**config.mk**
```make
export PLATFORM = sky130hd
export DESIGN_NAME = positional_address_list
export DESIGN_NICKNAME = d
export VERILOG_FILES = /design/src/sv/pal_pkg.sv /design/src/sv/pal_ram.sv /design/src/sv/positional_address_list.sv
export SDC_FILE = /design/constraint.sdc
export NUM_CORES = 2
export LEC_CHECK = 0
export CORE_ASPECT_RATIO = 1.75
export CORE_MARGIN = 3
export CORE_UTILIZATION = 53
export DETAILED_ROUTE_END_ITERATION = 10
export DONT_BUFFER_PORTS = 1
export PLACE_DENSITY = 0.67
export SLEW_MARGIN = 20
export SYNTH_ARGS = -nofsm -noshare
export SYNTH_HDL_FRONTEND = slang
export SYNTH_HIERARCHICAL = 1
export SYNTH_SLANG_ARGS = --single-unit
```
**constraint.sdc**
```tcl
create_clock -name clock -period 6.5 [get_ports clock]
set_clock_uncertainty 0.05 [all_clocks]
set_input_delay 0.65 -clock clock [delete_from_list [all_inputs] [get_ports clock]]
set_output_delay 0.65 -clock clock [all_outputs]
set_load 0.01 [all_outputs]
```
**src/sv/pal_pkg.sv**
```systemverilog
// ----------------------------------------------------------------------------
// pal_pkg
// Shared types and codes of the positional address list.
// ----------------------------------------------------------------------------
package pal_pkg;

   // fixed field widths
   localparam int CMD_W    = 2;
   localparam int POS_W    = 6;
   localparam int COUNT_W  = 7;
   localparam int BSIZE_W  = 16;
   localparam int STATUS_W = 2;

   // number of list entries, tied to the position and count field widths
   localparam int LIST_DEPTH = 64;

   // reset value of the block size register
   localparam logic [BSIZE_W-1:0] BSIZE_RESET = 16'd16;

   // request codes
   localparam logic [CMD_W-1:0] CMD_READ   = 2'd0;
   localparam logic [CMD_W-1:0] CMD_INSERT = 2'd1;
   localparam logic [CMD_W-1:0] CMD_REMOVE = 2'd2;

   // result status codes
   localparam logic [STATUS_W-1:0] STATUS_OK    = 2'd0;
   localparam logic [STATUS_W-1:0] STATUS_RANGE = 2'd1;
   localparam logic [STATUS_W-1:0] STATUS_FULL  = 2'd2;

   // sequencer states
   typedef enum logic [1:0] {
      ST_IDLE,
      ST_SHIFT,
      ST_PUT
   } state_type;

endpackage

```
**src/sv/pal_ram.sv**
```systemverilog
// ----------------------------------------------------------------------------
// pal_ram
// Generic single-write, single-read RAM with registered read data.
// ----------------------------------------------------------------------------
module pal_ram #(
   parameter int WIDTH = 32,
   parameter int DEPTH = 64
) (
   input  logic                     clock,
   input  logic                     we,
   input  logic [$clog2(DEPTH)-1:0] waddr,
   input  logic [WIDTH-1:0]         wdata,
   input  logic                     re,
   input  logic [$clog2(DEPTH)-1:0] raddr,
   output logic [WIDTH-1:0]         rdata
);

   logic [WIDTH-1:0] mem_ff [DEPTH];

   // write port and registered read port
   always_ff @(posedge clock) begin
      if (we) begin
         mem_ff[waddr] <= wdata;
      end
      if (re) begin
         rdata <= mem_ff[raddr];
      end
   end

endmodule

```
**src/sv/positional_address_list.sv**
```systemverilog
// ----------------------------------------------------------------------------
// positional_address_list
// Bounded ordered list of block addresses held in one RAM; read, insert and
// remove at a position, with the tail shifted one entry per cycle.
// ----------------------------------------------------------------------------
//  channel   ports                             handshake
//  request   req_cmd, req_position, req_addr   taken when start & !busy
//  result    rsp_*                             rsp_valid, one cycle, no stall
//  config    csr_wdata                         written when csr_we
//
// A failed or unknown request answers in the cycle right after it is taken,
// and the next item can follow at once. A read passes through the shift
// state, an appending insert through the put state, a remove walks up from
// the position to the tail, and an insert ahead of other entries walks down
// from the tail to the position and then puts, the RAM read port moving one
// entry per cycle. Reset clears the count and sets block size to 16; the RAM
// itself is not cleared. The result strobe cannot be held off.
// ----------------------------------------------------------------------------
module positional_address_list
   import pal_pkg::*;
#(
   parameter int ADDR_WIDTH = 32
) (
   input  logic                  clock,
   input  logic                  reset,
   input  logic                  start,
   output logic                  busy,
   input  logic [CMD_W-1:0]      req_cmd,
   input  logic [POS_W-1:0]      req_position,
   input  logic [ADDR_WIDTH-1:0] req_addr,
   output logic                  rsp_valid,
   output logic [ADDR_WIDTH-1:0] rsp_read_addr,
   output logic [COUNT_W-1:0]    rsp_count,
   output logic                  rsp_is_empty,
   output logic [BSIZE_W-1:0]    rsp_size_of_block,
   output logic [STATUS_W-1:0]   rsp_status,
   input  logic                  csr_we,
   input  logic [BSIZE_W-1:0]    csr_wdata
);

   localparam int DEPTH = LIST_DEPTH;
   localparam int IDX_W = $clog2(DEPTH);
   localparam int CNT_W = $clog2(DEPTH + 1);
   localparam int CMP_W = (CNT_W > POS_W + 1) ? CNT_W : POS_W + 1;

   typedef logic [CMP_W-1:0] cmp_type;

   state_type             state_ff, state_in;
   logic [CNT_W-1:0]      count_ff, count_in;
   logic [BSIZE_W-1:0]    bsize_ff;
   logic [CMD_W-1:0]      cmd_ff, cmd_in;
   logic [IDX_W-1:0]      pos_ff, pos_in;
   logic [ADDR_WIDTH-1:0] addr_ff, addr_in;
   logic [IDX_W-1:0]      idx_ff, idx_in;
   logic [IDX_W-1:0]      last_ff, last_in;
   logic                  rd_more_ff, rd_more_in;
   logic                  prev_ff, prev_in;
   logic [IDX_W-1:0]      prev_idx_ff, prev_idx_in;
   logic                  rsp_valid_ff, rsp_valid_in;
   logic [ADDR_WIDTH-1:0] rsp_addr_ff, rsp_addr_in;
   logic [STATUS_W-1:0]   rsp_status_ff, rsp_status_in;

   logic                  ram_we;
   logic [IDX_W-1:0]      ram_waddr;
   logic [ADDR_WIDTH-1:0] ram_wdata;
   logic                  ram_re;
   logic [IDX_W-1:0]      ram_raddr;
   logic [ADDR_WIDTH-1:0] ram_rdata;

   logic                  accept;
   logic                  acc_shift;
   logic                  acc_put;
   logic [STATUS_W-1:0]   acc_status;
   logic                  shift_up;
   logic                  shift_end;
   cmp_type               pos_c;
   cmp_type               cnt_c;

   pal_ram #(
      .WIDTH (ADDR_WIDTH),
      .DEPTH (DEPTH)
   ) u_ram (
      .clock (clock),
      .we    (ram_we),
      .waddr (ram_waddr),
      .wdata (ram_wdata),
      .re    (ram_re),
      .raddr (ram_raddr),
      .rdata (ram_rdata)
   );

   // decode the incoming item against the current count
   always_comb begin
      pos_c      = cmp_type'(req_position);
      cnt_c      = cmp_type'(count_ff);
      accept     = start && !busy;
      acc_shift  = 1'b0;
      acc_put    = 1'b0;
      acc_status = STATUS_OK;
      unique case (req_cmd)
         CMD_READ, CMD_REMOVE: begin
            if (pos_c < cnt_c) begin
               acc_shift = 1'b1;
            end else begin
               acc_status = STATUS_RANGE;
            end
         end
         CMD_INSERT: begin
            if (pos_c > cnt_c) begin
               acc_status = STATUS_RANGE;
            end else if (count_ff == CNT_W'(DEPTH)) begin
               acc_status = STATUS_FULL;
            end else if (pos_c == cnt_c) begin
               acc_put = 1'b1;
            end else begin
               acc_shift = 1'b1;
            end
         end
         default: begin
            acc_status = STATUS_OK;
         end
      endcase
      shift_up  = (cmd_ff == CMD_INSERT);
      shift_end = prev_ff && !rd_more_ff;
   end

   // next state
   always_comb begin
      state_in = state_ff;
      unique case (state_ff)
         ST_IDLE: begin
            if (accept && acc_shift) begin
               state_in = ST_SHIFT;
            end else if (accept && acc_put) begin
               state_in = ST_PUT;
            end
         end
         ST_SHIFT: begin
            if (shift_end) begin
               state_in = shift_up ? ST_PUT : ST_IDLE;
            end
         end
         ST_PUT: begin
            state_in = ST_IDLE;
         end
         default: begin
            state_in = ST_IDLE;
         end
      endcase
   end

   // outputs, RAM access and datapath updates
   always_comb begin
      count_in      = count_ff;
      cmd_in        = cmd_ff;
      pos_in        = pos_ff;
      addr_in       = addr_ff;
      idx_in        = idx_ff;
      last_in       = last_ff;
      rd_more_in    = rd_more_ff;
      prev_in       = prev_ff;
      prev_idx_in   = prev_idx_ff;
      rsp_valid_in  = 1'b0;
      rsp_addr_in   = rsp_addr_ff;
      rsp_status_in = rsp_status_ff;
      ram_we        = 1'b0;
      ram_waddr     = pos_ff;
      ram_wdata     = addr_ff;
      ram_re        = 1'b0;
      ram_raddr     = idx_ff;
      unique case (state_ff)
         ST_IDLE: begin
            if (accept) begin
               cmd_in      = req_cmd;
               pos_in      = IDX_W'(req_position);
               addr_in     = req_addr;
               rsp_addr_in = '0;
               if (acc_shift) begin
                  rd_more_in = 1'b1;
                  prev_in    = 1'b0;
                  if (req_cmd == CMD_INSERT) begin
                     // walk down from the tail to the insert position
                     idx_in  = IDX_W'(count_ff - 1'b1);
                     last_in = IDX_W'(req_position);
                  end else if (req_cmd == CMD_REMOVE) begin
                     // walk up from the position to the tail
                     idx_in  = IDX_W'(req_position);
                     last_in = IDX_W'(count_ff - 1'b1);
                  end else begin
                     idx_in  = IDX_W'(req_position);
                     last_in = IDX_W'(req_position);
                  end
               end else if (!acc_put) begin
                  // failed or unknown request: answer at once
                  rsp_valid_in  = 1'b1;
                  rsp_status_in = acc_status;
               end
            end
         end
         ST_SHIFT: begin
            // issue the next read of the walk
            ram_re      = rd_more_ff;
            prev_in     = rd_more_ff;
            prev_idx_in = idx_ff;
            if (rd_more_ff) begin
               if (idx_ff == last_ff) begin
                  rd_more_in = 1'b0;
               end else if (shift_up) begin
                  idx_in = IDX_W'(idx_ff - 1'b1);
               end else begin
                  idx_in = IDX_W'(idx_ff + 1'b1);
               end
            end
            // move the entry read last cycle one place over, or capture it as the result
            if (prev_ff) begin
               ram_wdata = ram_rdata;
               if (shift_up) begin
                  ram_we    = 1'b1;
                  ram_waddr = IDX_W'(prev_idx_ff + 1'b1);
               end else if (prev_idx_ff == pos_ff) begin
                  rsp_addr_in = ram_rdata;
               end else if (cmd_ff == CMD_REMOVE) begin
                  ram_we    = 1'b1;
                  ram_waddr = IDX_W'(prev_idx_ff - 1'b1);
               end
            end
            if (shift_end && !shift_up) begin
               rsp_valid_in  = 1'b1;
               rsp_status_in = STATUS_OK;
               if (cmd_ff == CMD_REMOVE) begin
                  count_in = CNT_W'(count_ff - 1'b1);
               end
            end
         end
         ST_PUT: begin
            // drop the new address into its slot
            ram_we        = 1'b1;
            ram_waddr     = pos_ff;
            ram_wdata     = addr_ff;
            count_in      = CNT_W'(count_ff + 1'b1);
            rsp_valid_in  = 1'b1;
            rsp_status_in = STATUS_OK;
         end
         default: begin
            rsp_valid_in = 1'b0;
         end
      endcase
   end

   // registers
   always_ff @(posedge clock) begin
      if (reset) begin
         state_ff     <= ST_IDLE;
         count_ff     <= '0;
         bsize_ff     <= BSIZE_RESET;
         rd_more_ff   <= 1'b0;
         prev_ff      <= 1'b0;
         rsp_valid_ff <= 1'b0;
      end else begin
         state_ff     <= state_in;
         count_ff     <= count_in;
         rd_more_ff   <= rd_more_in;
         prev_ff      <= prev_in;
         rsp_valid_ff <= rsp_valid_in;
         if (csr_we) begin
            bsize_ff <= csr_wdata;
         end
      end
      cmd_ff        <= cmd_in;
      pos_ff        <= pos_in;
      addr_ff       <= addr_in;
      idx_ff        <= idx_in;
      last_ff       <= last_in;
      prev_idx_ff   <= prev_idx_in;
      rsp_addr_ff   <= rsp_addr_in;
      rsp_status_ff <= rsp_status_in;
   end

   // result ports
   assign busy              = (state_ff != ST_IDLE);
   assign rsp_valid         = rsp_valid_ff;
   assign rsp_read_addr     = rsp_addr_ff;
   assign rsp_count         = COUNT_W'(count_ff);
   assign rsp_is_empty      = (count_ff == '0);
   assign rsp_size_of_block = bsize_ff;
   assign rsp_status        = rsp_status_ff;

endmodule
```
==> metrics.md <==
| Metric | Value |
|---|---|
| Drt total wl | `between 200,000 and 250,000 µm` |
| Post-detailed-route wirelength per cell | `35.4 µm` |
| Die W | `between 300 and 400 µm` |
| # Max-Cap Violations | `0` |
| Largest net degree at the start of global routing | `between 80 and 90` |
| DRC | `0` |
| CP Launch Type | `flip-flop` |
| Sw frac | `0.288` |
| Fillcell total | `10,900` |
| Mux cell area share after synthesis | `0.163` |
| Clock-pin slew on the worst setup and hold paths | `0.07 ns` |
| CP Max Fanout | `36` |
| Synth Instances | `3,816` |
| R2R setup slack | `1.46 ns` |
| Cell Area, Synth | `around 85,000 µm²` |
| Hold depth | `2` |
| NetSw | `between 10 and 15 mW` |
| XOR/XNOR Fraction of Synth Area | `0.00300` |
| Max-slew violations | `0` |
| RSZ-0062 raised after global routing | `false` |
| H-tree levels | `4` |
| Final period util | `0.775` |
| Sequential-to-total area share from yosys stat | `0.777` |
| Mapped Avg Cell Area | `between 20 and 25 µm²` |
| Core area | `158,000 µm²` |
| Clk Latency, worst-skew pair | `0.83 ns` |
| DP Area | `88,100 µm²` |
| Setup_tns | `0 ns` |
| Simple-Gate Fraction of Synth Area | `0.0206` |
| Std cell rows | `roughly 190` |
| Share of cells above drive strength 1 | `0.257` |
| PD cells | `approximately 370 nW/µm²` |
| Postcts setup bufs | `0` |
| Area leader, netlist | `edfxtp_1` |
| First-pass detailed-route iteration total | `6` |
| Final #Nets | `between 4,000 and 5,000` |
| Hold path startpoint | `reset` |
| Met2 WL post-DR | `~110,000 µm` |
| Hold Crit Class | `input port to flip-flop` |
| Combinational power share | `0.214` |
| DP HPWL | `139,000 µm` |
| Status | `completed` |
| Max_slew headroom | `0.141` |
| Gp weighted congestion | `between 0.9 and 1` |
| Clk sinks | `2,200` |
| GR Overflow Total | `0` |
| Main combinational cell family by area after synthesis | `multiplexers` |
| Peak supply drop | `roughly 0.25 mV` |
| Crit path time final | `5.04 ns` |
| CP endpoint kind | `flip-flop` |
| Die footprint | `165,000 µm²` |
| Final Cell Area | `between 90,000 and 100,000 µm²` |
| Post-cts resize count | `0` |
| Adder and majority gate portion of the synthesized area | `0.00290` |
| Clock power frac | `0.308` |
| Warnings from Yosys | `6` |
| Asr flop ratio synth | `0` |
| Final setup viols | `0` |
| EDFF count, synth | `roughly 2,200` |
| FF-to-FF Start | `state_ff[1]$_SDFFE_PP0P_` |
| Longest Clk Path Bufs | `4` |
| Initial antenna violation count | `7` |
| Kind of critical path | `flip-flop to flip-flop` |
| # port buffers | `0` |
| Ys flop type | `edfxtp_1` |
| Highest clock rate | `0.199 GHz` |
| Power Internal | `approximately 25 mW` |
| Data arrival, critical path | `5.46 ns` |
| Compound-Gate Fraction of Synth Area | `0.0211` |
| Post-Syn Nets | `3,895` |
| Syn-to-layout area delta | `12.0%` |
| Final core occ | `0.599` |
| Initial Util | `0.535` |
| Total GRT Usage | `0.269` |
| DR vias/cell | `approximately 6.6` |
| Metal-1 WL | `approximately 75,000 µm` |
| R2R Path End | `u_ram/mem_ff[35][2]$_DFFE_PP_` |
| DR vias | `~41,000` |
| Max Used Layer | `met5` |
| Flops & latches, synth | `between 2,000 and 2,500` |
| Hold Path End | `rd_more_ff$_SDFFE_PP0P_` |
| First-pass GRT wire length | `311,000 µm` |
| IO Pins | `120` |
| Seq pwr share | `0.477` |
| Fin. Hold Viols | `0` |
| DR iter-0 viols | `approximately 5,400` |
| FF-to-FF path depth | `10` |
| Leakage | `around 30 nW` |
| Chip height | `roughly 530 µm` |
| Root buf cell | `clkbuf_16` |
| Distinct cell type count after synthesis | `64` |
| Area contributors post-synth | `edfxtp_1, mux4_2, mux2i_1` |
| Worst slew pin tran | `between 1 and 1.5 ns` |
| Total CTS buffers | `about 190` |
| Synth top area share | `0.770` |
| Vias in the first global route | `between 40,000 and 50,000` |
| TritonCTS clock tree | `done` |
| Met3 WL post-DR | `around 16,000 µm` |
| ANT nets after route | `0` |
| CP required | `6.93 ns` |
-- layout by cell type, fill, tap and decap left out, types with 25 or more instances in the layout --
cell type / count
o22ai_1: 90
mux2i_1: 112
a21oi_1: 85
nand2_1: 48
dfxtp_1: 28
mux4_2: 544
buf_12: 27
buf_4: 112
and2_1: 34
nor2_1: 111
nor2_4: 63
clkbuf_1: 25
clkbuf_16: 189
clkinv_2: 41
dlygate4sd3_1: 75
edfxtp_1: 2172
clkinv_1: 42
o221ai_1: 27
-- layout make-up --
type                       instances  area, µm²  share of cell area
sequential                      2200      65800               0.693
multi-input combinational       1384      18400               0.194
clock buffer                     214       4820              0.0508
tap                             2047       2560              0.0270
timing repair buffer             217       2200              0.0232
clock inverter                   117       1000              0.0105
inverter                          25       93.8            0.000989
antenna                            6       15.0            0.000158
-- synthesized netlist by cell type, types with 15 or more instances --
cell	number
a21oi_1	86
and2_1	34
buf_1	22
buf_2	55
buf_4	26
clkbuf_1	97
dfxtp_1	28
edfxtp_1	2172
ha_1	18
inv_1	24
mux2_2	36
mux2i_1	112
mux4_2	544
nand2_1	49
nor2_1	175
nor2b_1	22
nor3_1	19
o21ai_0	15
o221ai_1	27
o22ai_1	90
xnor2_1	24
-- worst max path at each step --
stage / start / end / slack, ns
CTS: state_ff[1]$_SDFFE_PP0P_ / u_ram/mem_ff[35][6]$_DFFE_PP_ / 1.59
finish: state_ff[1]$_SDFFE_PP0P_ / u_ram/mem_ff[35][2]$_DFFE_PP_ / 1.46
global placement: state_ff[1]$_SDFFE_PP0P_ / u_ram/mem_ff[35][2]$_DFFE_PP_ / 1.69
global route: state_ff[1]$_SDFFE_PP0P_ / u_ram/mem_ff[35][6]$_DFFE_PP_ / 1.23
detailed placement: state_ff[1]$_SDFFE_PP0P_ / u_ram/mem_ff[35][2]$_DFFE_PP_ / 1.62
floorplan: state_ff[1]$_SDFFE_PP0P_ / u_ram/mem_ff[48][0]$_DFFE_PP_ / 1.71
-- per-layer routing --
layer / vias to the layer above / global-route usage
met3: 459 / 0.0402
met2: 2029 / 0.463
met5: - / 0
li1: 16400 / -
met4: 2 / 0.150
met1: 21800 / 0.328
-- kinds of logic after synthesis --
| kind of cell | after synthesis |
|---|---|
| AOI/OAI and AO/OA | 275 |
| xor gates and xnor gates | 29 |
| adders and majority gates | 19 |
| buffers and inverters | 232 |
| DFF | 2200 |
| muxes | 693 |
| and+or+nand+nor | 368 |
-- stage by stage --
step	hold WS (ns)	instances	power (mW)	setup slack (ns)
floorplan	0.434	3816	21.5	1.71
global placement	0.491	5779	24.5	1.69
detailed placement	0.499	5790	24.6	1.62
CTS	0.00640	6196	35.4	1.59
global route	0.00501	6206	36.2	1.23
finish	0.0345	6210	35.2	1.46
-- flip-flops by register name (all words and copies together) (netlist names), 7 cells and up --
| signal | cells |
|---|---|
| u_ram/rdata | 32 |
| rsp_count | 7 |
| rsp_read_addr | 32 |
| rsp_size_of_block | 16 |
| addr_ff | 32 |
| u_ram/mem_ff | 2048 |
-- critical path: stages (launching register included) --
cell	delay, ns
dfxtp_1	0.35
inv_1	0.10
ha_2	0.54
inv_1	0.28
nor2_1	0.21
o22ai_1	0.11
a21oi_1	0.63
nor2b_1	0.25
nand3_1	0.79
nor2_4	0.94
buf_4	0.42
-- power by group through the flow --
stage | Sequential [mW] | Combinational (mW) | Clock [mW]
floorplan | 17.0 | 4.49 | 0
global placement | 17.1 | 7.37 | 0
detailed placement | 17.1 | 7.47 | 0
CTS | 16.8 | 7.54 | 11.0
global route | 16.8 | 7.84 | 11.5
finish | 16.8 | 7.54 | 10.9
-- what timing repair did --
item / CTS / global route
hold endpoints to repair: 73 / 0
setup endpoints to repair: 0 / 0
hold buffers: 75 / 0
No activity file was read; power rests on OpenSTA's default activity.
